`src/hdl/drqd_pkg.sv`:
```
`default_nettype none

package drqd_pkg;

    // Default sizing of the request queues.
    localparam int QUEUE_DEPTH_DEF = 10;
    localparam int CHANNELS_DEF    = 4;

    // Field widths of the channels.
    localparam int KIND_W     = 2;
    localparam int CHAN_IN_W  = 3;
    localparam int CHAN_OUT_W = 2;
    localparam int ADDR_W     = 32;
    localparam int BYTES_W    = 16;
    localparam int COUNT_W    = 15;
    localparam int HOLDOFF_W  = 8;

    // Request store sizing for the default configuration.
    localparam int MEM_AW_DEF    = 6;
    localparam int MEM_DEPTH_DEF = 64;

    // Holdoff reload value after reset.
    localparam logic [HOLDOFF_W-1:0] HOLDOFF_RESET = 8'd1;

    // Channels that dispatch in sound FIFO repeat mode.
    localparam int SOUND_CH_A = 1;
    localparam int SOUND_CH_B = 2;

    // Shared add-and-wrap unit.
    localparam int ALU_W = 8;
    localparam logic [ALU_W:0]   ALU_NO_WRAP   = {1'b1, {ALU_W{1'b0}}};
    localparam logic [ALU_W-1:0] ALU_MINUS_ONE = '1;

    typedef enum logic [KIND_W-1:0] {
        KIND_PUSH = 2'd0,
        KIND_IRQ  = 2'd1,
        KIND_TICK = 2'd2
    } kind_t;

    typedef enum logic [1:0] {
        ST_IDLE,
        ST_PUSH,
        ST_SCAN,
        ST_EMIT
    } state_t;

    typedef struct packed {
        logic [ADDR_W-1:0]  source;
        logic [ADDR_W-1:0]  dest;
        logic [COUNT_W-1:0] count;
    } entry_t;

    typedef struct packed {
        logic                  is_dispatch;
        logic                  accepted;
        logic [CHAN_OUT_W-1:0] channel;
        logic [ADDR_W-1:0]     source;
        logic [ADDR_W-1:0]     dest;
        logic [COUNT_W-1:0]    word_count;
        logic                  sound_mode;
        logic                  last;
    } result_t;

    typedef struct packed {
        logic    valid;
        result_t res;
    } ctrl_out_t;

    typedef struct packed {
        logic [ALU_W-1:0] a;
        logic [ALU_W-1:0] b;
        logic [ALU_W:0]   m;
    } alu_op_t;

    function automatic logic is_sound_channel(input int c);
        return (c == SOUND_CH_A) || (c == SOUND_CH_B);
    endfunction

endpackage

`default_nettype wire

```
`src/hdl/drqd_ifs.sv`:
```
`default_nettype none

// Command channel: push, interrupt or tick.
interface drqd_req_if import drqd_pkg::*; ();
    logic                 valid;
    logic                 ready;
    logic [KIND_W-1:0]    kind;
    logic [CHAN_IN_W-1:0] channel;
    logic [ADDR_W-1:0]    source_address;
    logic [ADDR_W-1:0]    dest_address;
    logic [BYTES_W-1:0]   byte_size;

    modport source (output valid, kind, channel, source_address, dest_address, byte_size,
                    input ready);
    modport sink   (input valid, kind, channel, source_address, dest_address, byte_size,
                    output ready);
endinterface


// Configuration write channel for the holdoff reload register.
interface drqd_cfg_if import drqd_pkg::*; ();
    logic                 valid;
    logic                 ready;
    logic [HOLDOFF_W-1:0] holdoff_reload;

    modport source (output valid, holdoff_reload, input ready);
    modport sink   (input valid, holdoff_reload, output ready);
endinterface

`default_nettype wire

```
`src/hdl/drqd_alu.sv`:
```
`default_nettype none

module drqd_alu import drqd_pkg::*;
(
    input  alu_op_t          op,
    output logic [ALU_W-1:0] y
);

    logic [ALU_W:0] sum;

    // One adder followed by a single compare-and-subtract wrap against the modulus.
    assign sum = {1'b0, op.a} + {1'b0, op.b};
    assign y   = (sum >= op.m) ? ALU_W'(sum - op.m) : sum[ALU_W-1:0];

endmodule

`default_nettype wire

```
`src/hdl/drqd_ctrl.sv`:
```
`default_nettype none

module drqd_ctrl import drqd_pkg::*;
#(
    parameter int QUEUE_DEPTH = QUEUE_DEPTH_DEF,
    parameter int CHANNELS    = CHANNELS_DEF,
    localparam int CW = (CHANNELS > 1) ? $clog2(CHANNELS) : 1,
    localparam int HW = (QUEUE_DEPTH > 1) ? $clog2(QUEUE_DEPTH) : 1,
    localparam int AW = CW + HW
)
(
    input  logic          clk,
    input  logic          rst_n,
    drqd_req_if.sink      req,
    drqd_cfg_if.sink      cfg,
    input  logic          out_free,
    output ctrl_out_t     result,
    output logic          mem_we,
    output logic          mem_re,
    output logic [AW-1:0] mem_addr,
    output entry_t        mem_wdata,
    input  entry_t        mem_rdata
);

    localparam int FW = $clog2(QUEUE_DEPTH + 1);
    localparam logic [FW-1:0]        FILL_FULL = FW'(QUEUE_DEPTH);
    localparam logic [CHAN_IN_W-1:0] CH_LIMIT  = CHAN_IN_W'(CHANNELS);
    localparam logic [CW-1:0]        LAST_IDX  = CW'(CHANNELS - 1);
    localparam logic [ALU_W:0]       QD_MOD    = (ALU_W + 1)'(QUEUE_DEPTH);

    state_t                 state_reg;
    state_t                 state_next;
    logic [CHAN_IN_W-1:0]   chan_reg;
    entry_t                 entry_reg;
    logic [CW-1:0]          idx_reg;
    logic [CHANNELS-1:0]    mask_reg;
    logic [HOLDOFF_W-1:0]   reload_reg;
    logic [HOLDOFF_W-1:0]   holdoff_reg [CHANNELS];
    logic [HW-1:0]          head_reg [CHANNELS];
    logic [FW-1:0]          fill_reg [CHANNELS];

    logic                   req_fire;
    logic                   cfg_fire;
    logic                   irq_fire;
    logic                   tick_fire;
    logic                   in_ch_ok;
    logic [CW-1:0]          in_ch;
    logic                   push_ch_ok;
    logic [CW-1:0]          push_ch;
    logic                   push_ok;
    logic [CHANNELS-1:0]    tick_mask;
    logic                   cur_busy;
    logic                   idx_last;
    logic [CHANNELS-1:0]    idx_onehot;
    alu_op_t                alu_op;
    logic [ALU_W-1:0]       alu_y;
    logic                   push_commit;
    logic                   pop;
    logic                   dec;
    logic                   step;

    // Handshakes and channel decode.
    assign cfg.ready  = 1'b1;
    assign cfg_fire   = cfg.valid && cfg.ready;
    assign req_fire   = req.valid && req.ready;
    assign in_ch_ok   = req.channel < CH_LIMIT;
    assign in_ch      = in_ch_ok ? req.channel[CW-1:0] : '0;
    assign irq_fire   = req_fire && (req.kind == KIND_IRQ) && in_ch_ok;
    assign tick_fire  = req_fire && (req.kind == KIND_TICK);
    assign push_ch_ok = chan_reg < CH_LIMIT;
    assign push_ch    = push_ch_ok ? chan_reg[CW-1:0] : '0;
    assign push_ok    = push_ch_ok && (fill_reg[push_ch] < FILL_FULL);
    assign cur_busy   = holdoff_reg[idx_reg] != '0;
    assign idx_last   = idx_reg == LAST_IDX;
    assign idx_onehot = CHANNELS'(1) << idx_reg;

    // Channels that will dispatch on this tick, taken when the tick is accepted.
    always_comb
    begin
        for (int c = 0; c < CHANNELS; c++)
        begin
            tick_mask[c] = (holdoff_reg[c] == '0) && (fill_reg[c] != '0);
        end
    end

    // Operand selection for the shared add-and-wrap unit.
    always_comb
    begin
        alu_op = '{a: '0, b: '0, m: ALU_NO_WRAP};
        unique case (state_reg)
            ST_PUSH:
            begin
                alu_op.a = ALU_W'(head_reg[push_ch]);
                alu_op.b = ALU_W'(fill_reg[push_ch]);
                alu_op.m = QD_MOD;
            end
            ST_SCAN:
            begin
                if (cur_busy)
                begin
                    alu_op.a = holdoff_reg[idx_reg];
                    alu_op.b = ALU_MINUS_ONE;
                    alu_op.m = ALU_NO_WRAP;
                end
                else
                begin
                    alu_op.a = ALU_W'(head_reg[idx_reg]);
                    alu_op.b = ALU_W'(1);
                    alu_op.m = QD_MOD;
                end
            end
            default:
            begin
            end
        endcase
    end

    drqd_alu u_alu
    (
        .op (alu_op),
        .y  (alu_y)
    );

    // Next state.
    always_comb
    begin
        state_next = state_reg;
        unique case (state_reg)
            ST_IDLE:
            begin
                if (req_fire && (req.kind == KIND_PUSH))
                begin
                    state_next = ST_PUSH;
                end
                else if (tick_fire)
                begin
                    state_next = ST_SCAN;
                end
            end
            ST_PUSH:
            begin
                if (out_free)
                begin
                    state_next = ST_IDLE;
                end
            end
            ST_SCAN:
            begin
                if (!cur_busy && mask_reg[idx_reg])
                begin
                    state_next = ST_EMIT;
                end
                else if (idx_last)
                begin
                    state_next = ST_IDLE;
                end
            end
            ST_EMIT:
            begin
                if (out_free)
                begin
                    state_next = idx_last ? ST_IDLE : ST_SCAN;
                end
            end
            default:
            begin
                state_next = ST_IDLE;
            end
        endcase
    end

    // Outputs of each state.
    always_comb
    begin
        req.ready   = state_reg == ST_IDLE;
        result      = '0;
        mem_we      = 1'b0;
        mem_re      = 1'b0;
        mem_addr    = '0;
        mem_wdata   = entry_reg;
        push_commit = 1'b0;
        pop         = 1'b0;
        dec         = 1'b0;
        step        = 1'b0;
        unique case (state_reg)
            ST_IDLE:
            begin
            end
            ST_PUSH:
            begin
                // The slot is written in the same cycle as the acknowledgement enters the result register.
                result.valid        = 1'b1;
                result.res.accepted = push_ok;
                result.res.channel  = push_ok ? chan_reg[CHAN_OUT_W-1:0] : '0;
                result.res.last     = 1'b1;
                push_commit         = push_ok && out_free;
                mem_we              = push_commit;
                mem_addr            = {push_ch, alu_y[HW-1:0]};
            end
            ST_SCAN:
            begin
                dec      = cur_busy;
                pop      = !cur_busy && mask_reg[idx_reg];
                mem_re   = pop;
                mem_addr = {idx_reg, head_reg[idx_reg]};
                step     = !pop;
            end
            ST_EMIT:
            begin
                result.valid           = 1'b1;
                result.res.is_dispatch = 1'b1;
                result.res.channel     = CHAN_OUT_W'(idx_reg);
                result.res.source      = mem_rdata.source;
                result.res.dest        = mem_rdata.dest;
                result.res.sound_mode  = is_sound_channel(int'(idx_reg));
                result.res.word_count  = is_sound_channel(int'(idx_reg)) ? '0 : mem_rdata.count;
                result.res.last        = (mask_reg & ~idx_onehot) == '0;
                step                   = out_free;
            end
            default:
            begin
            end
        endcase
    end

    // Control and per-channel queue state.
    always_ff @(posedge clk or negedge rst_n)
    begin
        if (!rst_n)
        begin
            state_reg  <= ST_IDLE;
            idx_reg    <= '0;
            mask_reg   <= '0;
            reload_reg <= HOLDOFF_RESET;
            for (int c = 0; c < CHANNELS; c++)
            begin
                holdoff_reg[c] <= HOLDOFF_RESET;
                head_reg[c]    <= '0;
                fill_reg[c]    <= '0;
            end
        end
        else
        begin
            state_reg <= state_next;

            if (cfg_fire)
            begin
                reload_reg <= cfg.holdoff_reload;
            end

            // Channel step pointer of the tick walk.
            if (tick_fire)
            begin
                idx_reg  <= '0;
                mask_reg <= tick_mask;
            end
            else
            begin
                if (step && !idx_last)
                begin
                    idx_reg <= idx_reg + 1'b1;
                end
                if ((state_reg == ST_EMIT) && out_free)
                begin
                    mask_reg <= mask_reg & ~idx_onehot;
                end
            end

            if (irq_fire)
            begin
                holdoff_reg[in_ch] <= reload_reg;
            end
            if (dec)
            begin
                holdoff_reg[idx_reg] <= alu_y;
            end

            if (pop)
            begin
                head_reg[idx_reg] <= alu_y[HW-1:0];
                fill_reg[idx_reg] <= fill_reg[idx_reg] - FW'(1);
            end
            if (push_commit)
            begin
                fill_reg[push_ch] <= fill_reg[push_ch] + FW'(1);
            end
        end
    end

    // Captured command payload; the byte size is kept as a halfword count.
    always_ff @(posedge clk)
    begin
        if (req_fire)
        begin
            chan_reg  <= req.channel;
            entry_reg <= '{source: req.source_address,
                           dest:   req.dest_address,
                           count:  req.byte_size[BYTES_W-1:1]};
        end
    end

endmodule

`default_nettype wire

```
`src/flat_wrapper.sv`:
```
// flat-port wrapper written by rule: the top's interface ports become plain ports
module drqd_ctrl_flat import drqd_pkg::*;
#(
    parameter int QUEUE_DEPTH = QUEUE_DEPTH_DEF,
    parameter int CHANNELS    = CHANNELS_DEF,
    localparam int CW = (CHANNELS > 1) ? $clog2(CHANNELS) : 1,
    localparam int HW = (QUEUE_DEPTH > 1) ? $clog2(QUEUE_DEPTH) : 1,
    localparam int AW = CW + HW
)
  (clk, rst_n, out_free, result, mem_we, mem_re, mem_addr, mem_wdata, mem_rdata, req_valid, req_kind, req_channel, req_source_address, req_dest_address, req_byte_size, req_ready, cfg_valid, cfg_holdoff_reload, cfg_ready);
  drqd_req_if req_i ();
  drqd_cfg_if cfg_i ();
  input  logic clk;
  input  logic rst_n;
  input  logic out_free;
  output ctrl_out_t result;
  output logic mem_we;
  output logic mem_re;
  output logic [AW-1:0] mem_addr;
  output entry_t mem_wdata;
  input  entry_t mem_rdata;
  input wire logic [$bits(req_i.valid)-1:0] req_valid;
  input wire logic [$bits(req_i.kind)-1:0] req_kind;
  input wire logic [$bits(req_i.channel)-1:0] req_channel;
  input wire logic [$bits(req_i.source_address)-1:0] req_source_address;
  input wire logic [$bits(req_i.dest_address)-1:0] req_dest_address;
  input wire logic [$bits(req_i.byte_size)-1:0] req_byte_size;
  output wire logic [$bits(req_i.ready)-1:0] req_ready;
  input wire logic [$bits(cfg_i.valid)-1:0] cfg_valid;
  input wire logic [$bits(cfg_i.holdoff_reload)-1:0] cfg_holdoff_reload;
  output wire logic [$bits(cfg_i.ready)-1:0] cfg_ready;
  assign req_i.valid = req_valid;
  assign req_i.kind = req_kind;
  assign req_i.channel = req_channel;
  assign req_i.source_address = req_source_address;
  assign req_i.dest_address = req_dest_address;
  assign req_i.byte_size = req_byte_size;
  assign req_ready = req_i.ready;
  assign cfg_i.valid = cfg_valid;
  assign cfg_i.holdoff_reload = cfg_holdoff_reload;
  assign cfg_ready = cfg_i.ready;
  drqd_ctrl #(.QUEUE_DEPTH(QUEUE_DEPTH), .CHANNELS(CHANNELS)) u_core (.clk(clk), .rst_n(rst_n), .req(req_i), .cfg(cfg_i), .out_free(out_free), .result(result), .mem_we(mem_we), .mem_re(mem_re), .mem_addr(mem_addr), .mem_wdata(mem_wdata), .mem_rdata(mem_rdata));
endmodule
```
`config.mk`:
```
export PLATFORM = sky130hd
export DESIGN_NAME = drqd_ctrl_flat
export DESIGN_NICKNAME = d
export VERILOG_FILES = /design/src/hdl/drqd_pkg.sv /design/src/hdl/drqd_ifs.sv /design/src/hdl/drqd_alu.sv /design/src/hdl/drqd_ctrl.sv /design/src/flat_wrapper.sv
export SDC_FILE = /design/constraint.sdc
export NUM_CORES = 1
export LEC_CHECK = 0
export BUFFER_PORTS_ARGS = -buffer_cell sky130_fd_sc_hd__buf_2
export CAP_MARGIN = 20
export CORE_MARGIN = 4
export CORE_UTILIZATION = 49
export CTS_CLUSTER_DIAMETER = 120
export DETAILED_ROUTE_END_ITERATION = 16
export PLACE_DENSITY_LB_ADDON = 0.12
export SYNTH_ARGS = -nofsm -noshare
export SYNTH_HDL_FRONTEND = slang
export SYNTH_SLANG_ARGS = --single-unit
```
`constraint.sdc`:
```
create_clock -name clk -period 7 [get_ports clk]
set_clock_uncertainty 0.15 [all_clocks]
set_input_delay 0 -clock clk [delete_from_list [all_inputs] [get_ports clk]]
set_output_delay 0 -clock clk [all_outputs]
set_load 0.005 [all_outputs]
```
* Word level (Yosys, flattened, before mapping)
Cells that the tools add are included. W data, S select, Z words.
Operators by class: $add $sub $neg 5, multiply operators 0, div/mod/pow operators 0, order comparisons 11, equality and inequality tests 12, shift-type cells 1, mux-type cells 64, bitwise gates (word level) 5, reduce and logical (&&, ||, !) cells 37
Operators by type and width (number):
- $mux W80 | 1
- $bwmux W32 | 2
- $mux W32 | 2
- $pmux W25 S2 | 1
- $bwmux W16 | 3
- $mux W4 | 12
- $mux W8 | 5
- $bmux W4 S2 | 4
- $demux W8 S2 | 2
- $logic_not A8 Y1 | 4
- $mux W16 | 2
- $mux W25 | 1
- $mux W2 | 12
- $logic_and A1 B1 Y1 | 17
- $bmux W8 S2 | 1
- $demux W4 S2 | 2
- $reduce_bool A4 Y1 | 4
- $mux W15 | 1
- $eq A2 B2 Y1 const B | 6
- $pmux W6 S2 | 1
- $add A8 B8 Y9 | 1
- $ge A3 B3 Y1 const B | 3
- $ge A9 B9 Y1 | 1
- $lt A3 B1 Y1 const B | 3
- 28 further kinds | 44
Word-level totals: bits in registers 162, bits in latches 0, bits in writable memories 0, bits in read-only memories 0, input bits 177, output and inout port bits 175, logic and storage cells 155, memories kept 0

* Depth between registers and ports, before layout
word-level depth 12, mapped depth 22, gate-level depth less buffers 21

* Hierarchy
From an unflattened synthesis, not the netlist that was laid out.
Unflattened totals: cells, all modules 702, area, all modules 8898.5 um^2
Modules (own cells, without submodules):
- drqd_ctrl | times used 1, cells each 608, area an instance 8125.3 um^2, seq. area each 4470.5 um^2
- drqd_alu | times used 1, cells each 94, area an instance 773.2 um^2, seq. area each 0.0 um^2

* Least setup slack after synthesis
No wires, ideal clock.
path kind flip-flop to flip-flop, from register u_core.idx_reg[0], to register u_core.head_reg[11] in the netlist's numbering, library setup time 0.141 ns, arrival time 5.121 ns, data required time 6.709 ns, path slack 1.589 ns, cell stages (with the launch flop) 22, path buffers 1, period minus slack after synthesis 5.411 ns, cells stage by stage dfrtp_1 buf_6 mux4_1 or4_4 nor2_2 nor2_1 a21oi_1 nor2b_1 fa_1 a211o_1 a211oi_1 nor2_1 nor2_1 o21bai_1 ha_1 nand3_1 nor3b_1 and4_1 a221oi_2 nor3_1 a21oi_1 o21ai_0
On the way: cells in the longest elaborated chain, start to end 11, elaborated cells between the ends (all ways) 25, classes of those cells add/sub: 2; order compare: 3; mux: 15; bitwise: 1; reduce/logical: 4
Ends and longest elaborated chain:
- start, declared | RTL line drqd_ctrl.sv:35 | logic [CW-1:0] idx_reg;
- start signal, assigned | RTL line drqd_ctrl.sv:261 | idx_reg <= idx_reg + 1'b1;
- $not A2 Y3 (not written as such)
- $bmux W8 S2 | RTL line drqd_ctrl.sv:73, drqd_ctrl.sv:101
- $mux W8 (not written as such) (2 in a row) | RTL line drqd_ctrl.sv:73, drqd_ctrl.sv:101
- $reduce_bool A8 Y1 | RTL line drqd_ctrl.sv:73 | assign cur_busy = holdoff_reg[idx_reg] != '0;
- $mux W25 | RTL line drqd_ctrl.sv:99 | if (cur_busy)
- $pmux W25 S2 | RTL line drqd_ctrl.sv:90 | unique case (state_reg)
- $add A8 B8 Y9 | RTL line drqd_alu.sv:12 | assign sum = {1'b0, op.a} + {1'b0, op.b};
- $sub A8 B8 Y8 / $ge A9 B9 Y1 (equally long branches) | RTL line drqd_alu.sv:13 | assign y = (sum >= op.m) ? ALU_W'(sum - op.m) : sum[ALU_W-1:0];
- $mux W8 | RTL line drqd_alu.sv:13
- $bwmux W16 | RTL line drqd_ctrl.sv:280 | head_reg[idx_reg] <= alu_y[HW-1:0];
- end signal, assigned by index | RTL line drqd_ctrl.sv:280
- end, declared | RTL line drqd_ctrl.sv:39 | logic [HW-1:0] head_reg [CHANNELS];
Several ways; a longest one is shown, not always the timed one. The select of a mux whose other input is x is not followed. A chain may end at the register's enable or synchronous reset.

* Worst setup path after layout
from register u_core.idx_reg[0], to output mem_addr[1]
On the way: cells in the longest elaborated chain, start to end 11, elaborated cells between the ends (all ways) 15, classes of those cells add/sub: 2; order compare: 1; mux: 10; bitwise: 1; reduce/logical: 1
Ends and longest elaborated chain:
- $not A2 Y3 (not written as such) *
- $bmux W8 S2 | RTL line drqd_ctrl.sv:73, drqd_ctrl.sv:101
- $mux W8 (not written as such) (2 in a row) | RTL line drqd_ctrl.sv:73, drqd_ctrl.sv:101
- $reduce_bool A8 Y1 | RTL line drqd_ctrl.sv:73
- $mux W25 | RTL line drqd_ctrl.sv:99
- $pmux W25 S2 | RTL line drqd_ctrl.sv:90
- $add A8 B8 Y9 | RTL line drqd_alu.sv:12
- $sub A8 B8 Y8 / $ge A9 B9 Y1 (equally long branches) | RTL line drqd_alu.sv:13
- $mux W8 | RTL line drqd_alu.sv:13
- $pmux W6 S2 * | RTL line drqd_ctrl.sv:185 | unique case (state_reg)
- end, declared | RTL line flat_wrapper.sv:19 | output logic [AW-1:0] mem_addr;
Every way passes the cells marked *; elsewhere a longest branch is shown, timed or not. The select of a mux whose other input is x is not followed.

==> summary.md <==
| Metric | Value |
|---|---|
| Status | completed |
| Synthesized net count | 926 |
| Cell variety after synth | 67 |
| Area occupied by multi-input gates | 3860 um^2 |
| Initial Util | 49.84% |
| Final period utilization | 94.15% |
| Layout cell share with drive strength beyond 1 | 39.01% |
| Antenna Nets Post-Route | 0 |
| Setup CP Type | flip-flop to output pin |
| Post-synth EDFFs | 82 |
| Rows | 48 |
| Netlist Area Pre-Place | 8591 um^2 |
| Total global-route track usage | 28.93% |
| Crit path capture type | output pin |
| Vias in the first global route | 7696 |
| Post-placement setup slack | 727.1 ps |
| First-pass GRT wire length | 43950 um |
| Register area share after synthesis | 52.04% |
| Initial antenna violation count | 1 |
| Via-to-Cell Ratio | 5.430 |
| Clk slew on worst S/H paths | 60 ps |
| Crit path DAT | 6440 ps |
| Setup Viol. Count Final | 0 |
| Final Util | 70.69% |
| CTS tree | yes |
| Largest net degree at the start of global routing | 83 |
| Gate Count Post-Synth | 726 |
| Clock buffer depth | 2 |
| WL/cell | 21.00 um |
| Area growth from synthesis to layout | 41.83% |
| Commonest non-fill, non-tap cells in the layout | 349 x buf_2, 107 x dlygate4sd3_1, 85 x and2_1, 82 x edfxtp_1, 74 x dfrtp_1 |
| Die area | 19720 um^2 |
| Most common cell after layout, fill and taps aside | buf_2 |
| Peak VDD IR | 0.2524 mV |
| CP Launch Type | flip-flop |
| Worst slew margin | 30.52% |
| Final wirelength | 29680 um |
| CP required | 6850 ps |
| Synth warn | 0 |
| Power Dens Cells | 351.8 nW/um^2 |
| Vias after detailed routing | 7672 |
| Ys async rst share | 49.38% |
| Gr ovfl total | 0 |
| Top Ports | 352 |
| Max reg flops | 79 |
| Clock latency on the worst-skew pair | 430 ps |
| Max Fanout on Critical Path | 11 |
| Fill cells | 1256 |
| Area of the core | 17240 um^2 |
| Die height | 140.4 um |
| Peak Freq | 0.1517 GHz |
| Path category of the worst min-delay check | primary input to output pin |
| Residual DRC | 0 |
| Drt pass-1 iters | 5 |
| Area contributors post-synth | edfxtp_1 29%, dfrtp_1 22%, and2_1 6.2% |
| Placer Congestion | 0.8945 |
| Clk sinks | 162 |
| Clock period minus worst slack | 6591 ps |
| Root buf cell | clkbuf_16 |
| Leakage power | 0.005862 uW |
| Setup TNS | 0 ps |
| Fin worst setup slack | 409.4 ps |
| # port buffers | 349 |
| Worst-Margin Slew | 1042 ps |
| RSZ-0062 raised after global routing | false |
| Top_reg_cell synth | edfxtp_1 |
| Hold Violations, Final | 0 |
| DRT iter0 DRCs | 617 |
| CTS buffer count | 17 |
| Synth top area share | 28.66% |
| Seq. cell area | 4472 um^2 |
| Synthesized area per cell | 11.83 um^2 |
| Max Cap Violations | 0 |
| Die W | 140.4 um |
| Synth area leader | edfxtp_1 |
| H-tree depth | 4 |
| FF+latch count, synth | 162 |
| Dpl hpwl | 19620 um |
| Post-CTS setup buffer count | 0 |
| Number of nets in the layout | 1374 |
| Slew Limit Fails | 0 |
kinds of logic (layout without fill, tap and decap cells):
| group | after synthesis | count (layout) | share of synthesized area [%] |
|---|---|---|---|
| DFF | 162 | 162 | 52.04 |
| muxes | 103 | 103 | 15.44 |
| adders and majority gates | 23 | 23 | 3.437 |
| other | 1 | 2 | 0.04365 |
| xor gates and xnor gates | 11 | 11 | 1.121 |
| and+or+nand+nor | 242 | 242 | 15.55 |
| buffers and inverters | 53 | 514 | 3.058 |
| AOI/OAI and AO/OA | 131 | 131 | 9.307 |
critical path, stage by stage (launching register included):
cell	delay (ps)
dfrtp_2	550
mux4_1	670
or4_4	570
nor2_2	250
nor2_1	240
a21oi_1	180
nor2b_1	90
fa_1	480
a211o_1	360
a211oi_1	270
nor2_1	80
nor2_1	90
o21bai_1	70
ha_1	340
nand3_1	80
nor3b_1	60
and4_1	230
a221oi_2	490
mux2_2	480
o21ai_0	250
buf_2	170
where the power goes:
| group | switching, uW | internal, uW | leakage (uW) | total (uW) |
|---|---|---|---|---|
| clock | 415 | 540 | 0.000297 | 955 |
| sequential | 166 | 1240 | 0.00172 | 1410 |
| combinational | 1100 | 820 | 0.00385 | 1920 |
| total | 1680 | 2600 | 0.00586 | 4290 |
area by class of cell:
type	count	area share (%)
clock inverter	14	1.427
inverter	18	0.5545
multi-input combinational	511	31.68
timing repair buffer	464	23.78
sequential	162	36.70
clock buffer	18	3.522
antenna	1	0.02054
tap	225	2.311
through the flow:
step	instances	hold slack [ps]	power [uW]	area [um^2]
6_report	1413	119.6	4286	12180
5_1_grt	1413	121.0	4535	12180
4_1_cts	1409	108.3	4239	12140
3_5_place_dp	1271	-368.2	3228	10470
3_3_place_gp	1271	-369.6	3201	10470
2_1_floorplan	726	-445.6	2562	8591
final timing paths:
path | slack [ps] | cells after the start | startpoint | to
max | 410 | 20 | u_core.idx_reg[0] | mem_addr[1]
min | 120 | 3 | mem_rdata[8] | result[10]
max reg2reg | 900 | 20 | u_core.idx_reg[0] | u_core.holdoff_reg[21]
min reg2reg | 360 | 2 | u_core.head_reg[5] | u_core.head_reg[5]
max in group asynchronous | 5600 | 5 | rst_n | u_core.idx_reg[0]
min in group asynchronous | 480 | 4 | rst_n | u_core.reload_reg[3]
Yosys cell counts (5+ instances only):
cell      instances
nand2_1          62
edfxtp_1         82
buf_6             5
buf_2             5
nor2b_1          10
nand3_1          13
mux4_2            8
o21ai_0          56
inv_1            18
clkbuf_1         20
nor2_1           25
ha_1             22
nor4_1            8
mux4_1            8
o211ai_1          5
mux2i_1          41
nor3_1            5
and2_1           85
mux2_2           44
a21oi_1          31
xor2_1            6
dfstp_2           5
dfrtp_1          75
xnor2_1           5
metal layers:
| layer | global-route usage (%) | share of wire, % | vias to the layer above | routed length, um |
|---|---|---|---|---|
| met5 | 0 | 0 | - | 0 |
| met4 | 8.516 | 2.4 | 0 | 705 |
| met3 | 7.648 | 7.6 | 49 | 2245 |
| met2 | 52.12 | 54 | 375 | 15890 |
| met1 | 33.84 | 37 | 3704 | 10830 |
| li1 | - | - | 3544 | - |
repair_timing:
| item | in CTS | in global routing |
|---|---|---|
| hold buffers | 106 | 1 |
| resized for setup | 0 | 1 |
| hold endpoints to repair | 173 | 22 |
| endpoints found under the setup margin | 0 | 3 |
Note: power is estimated with default switching activity, not from simulation.
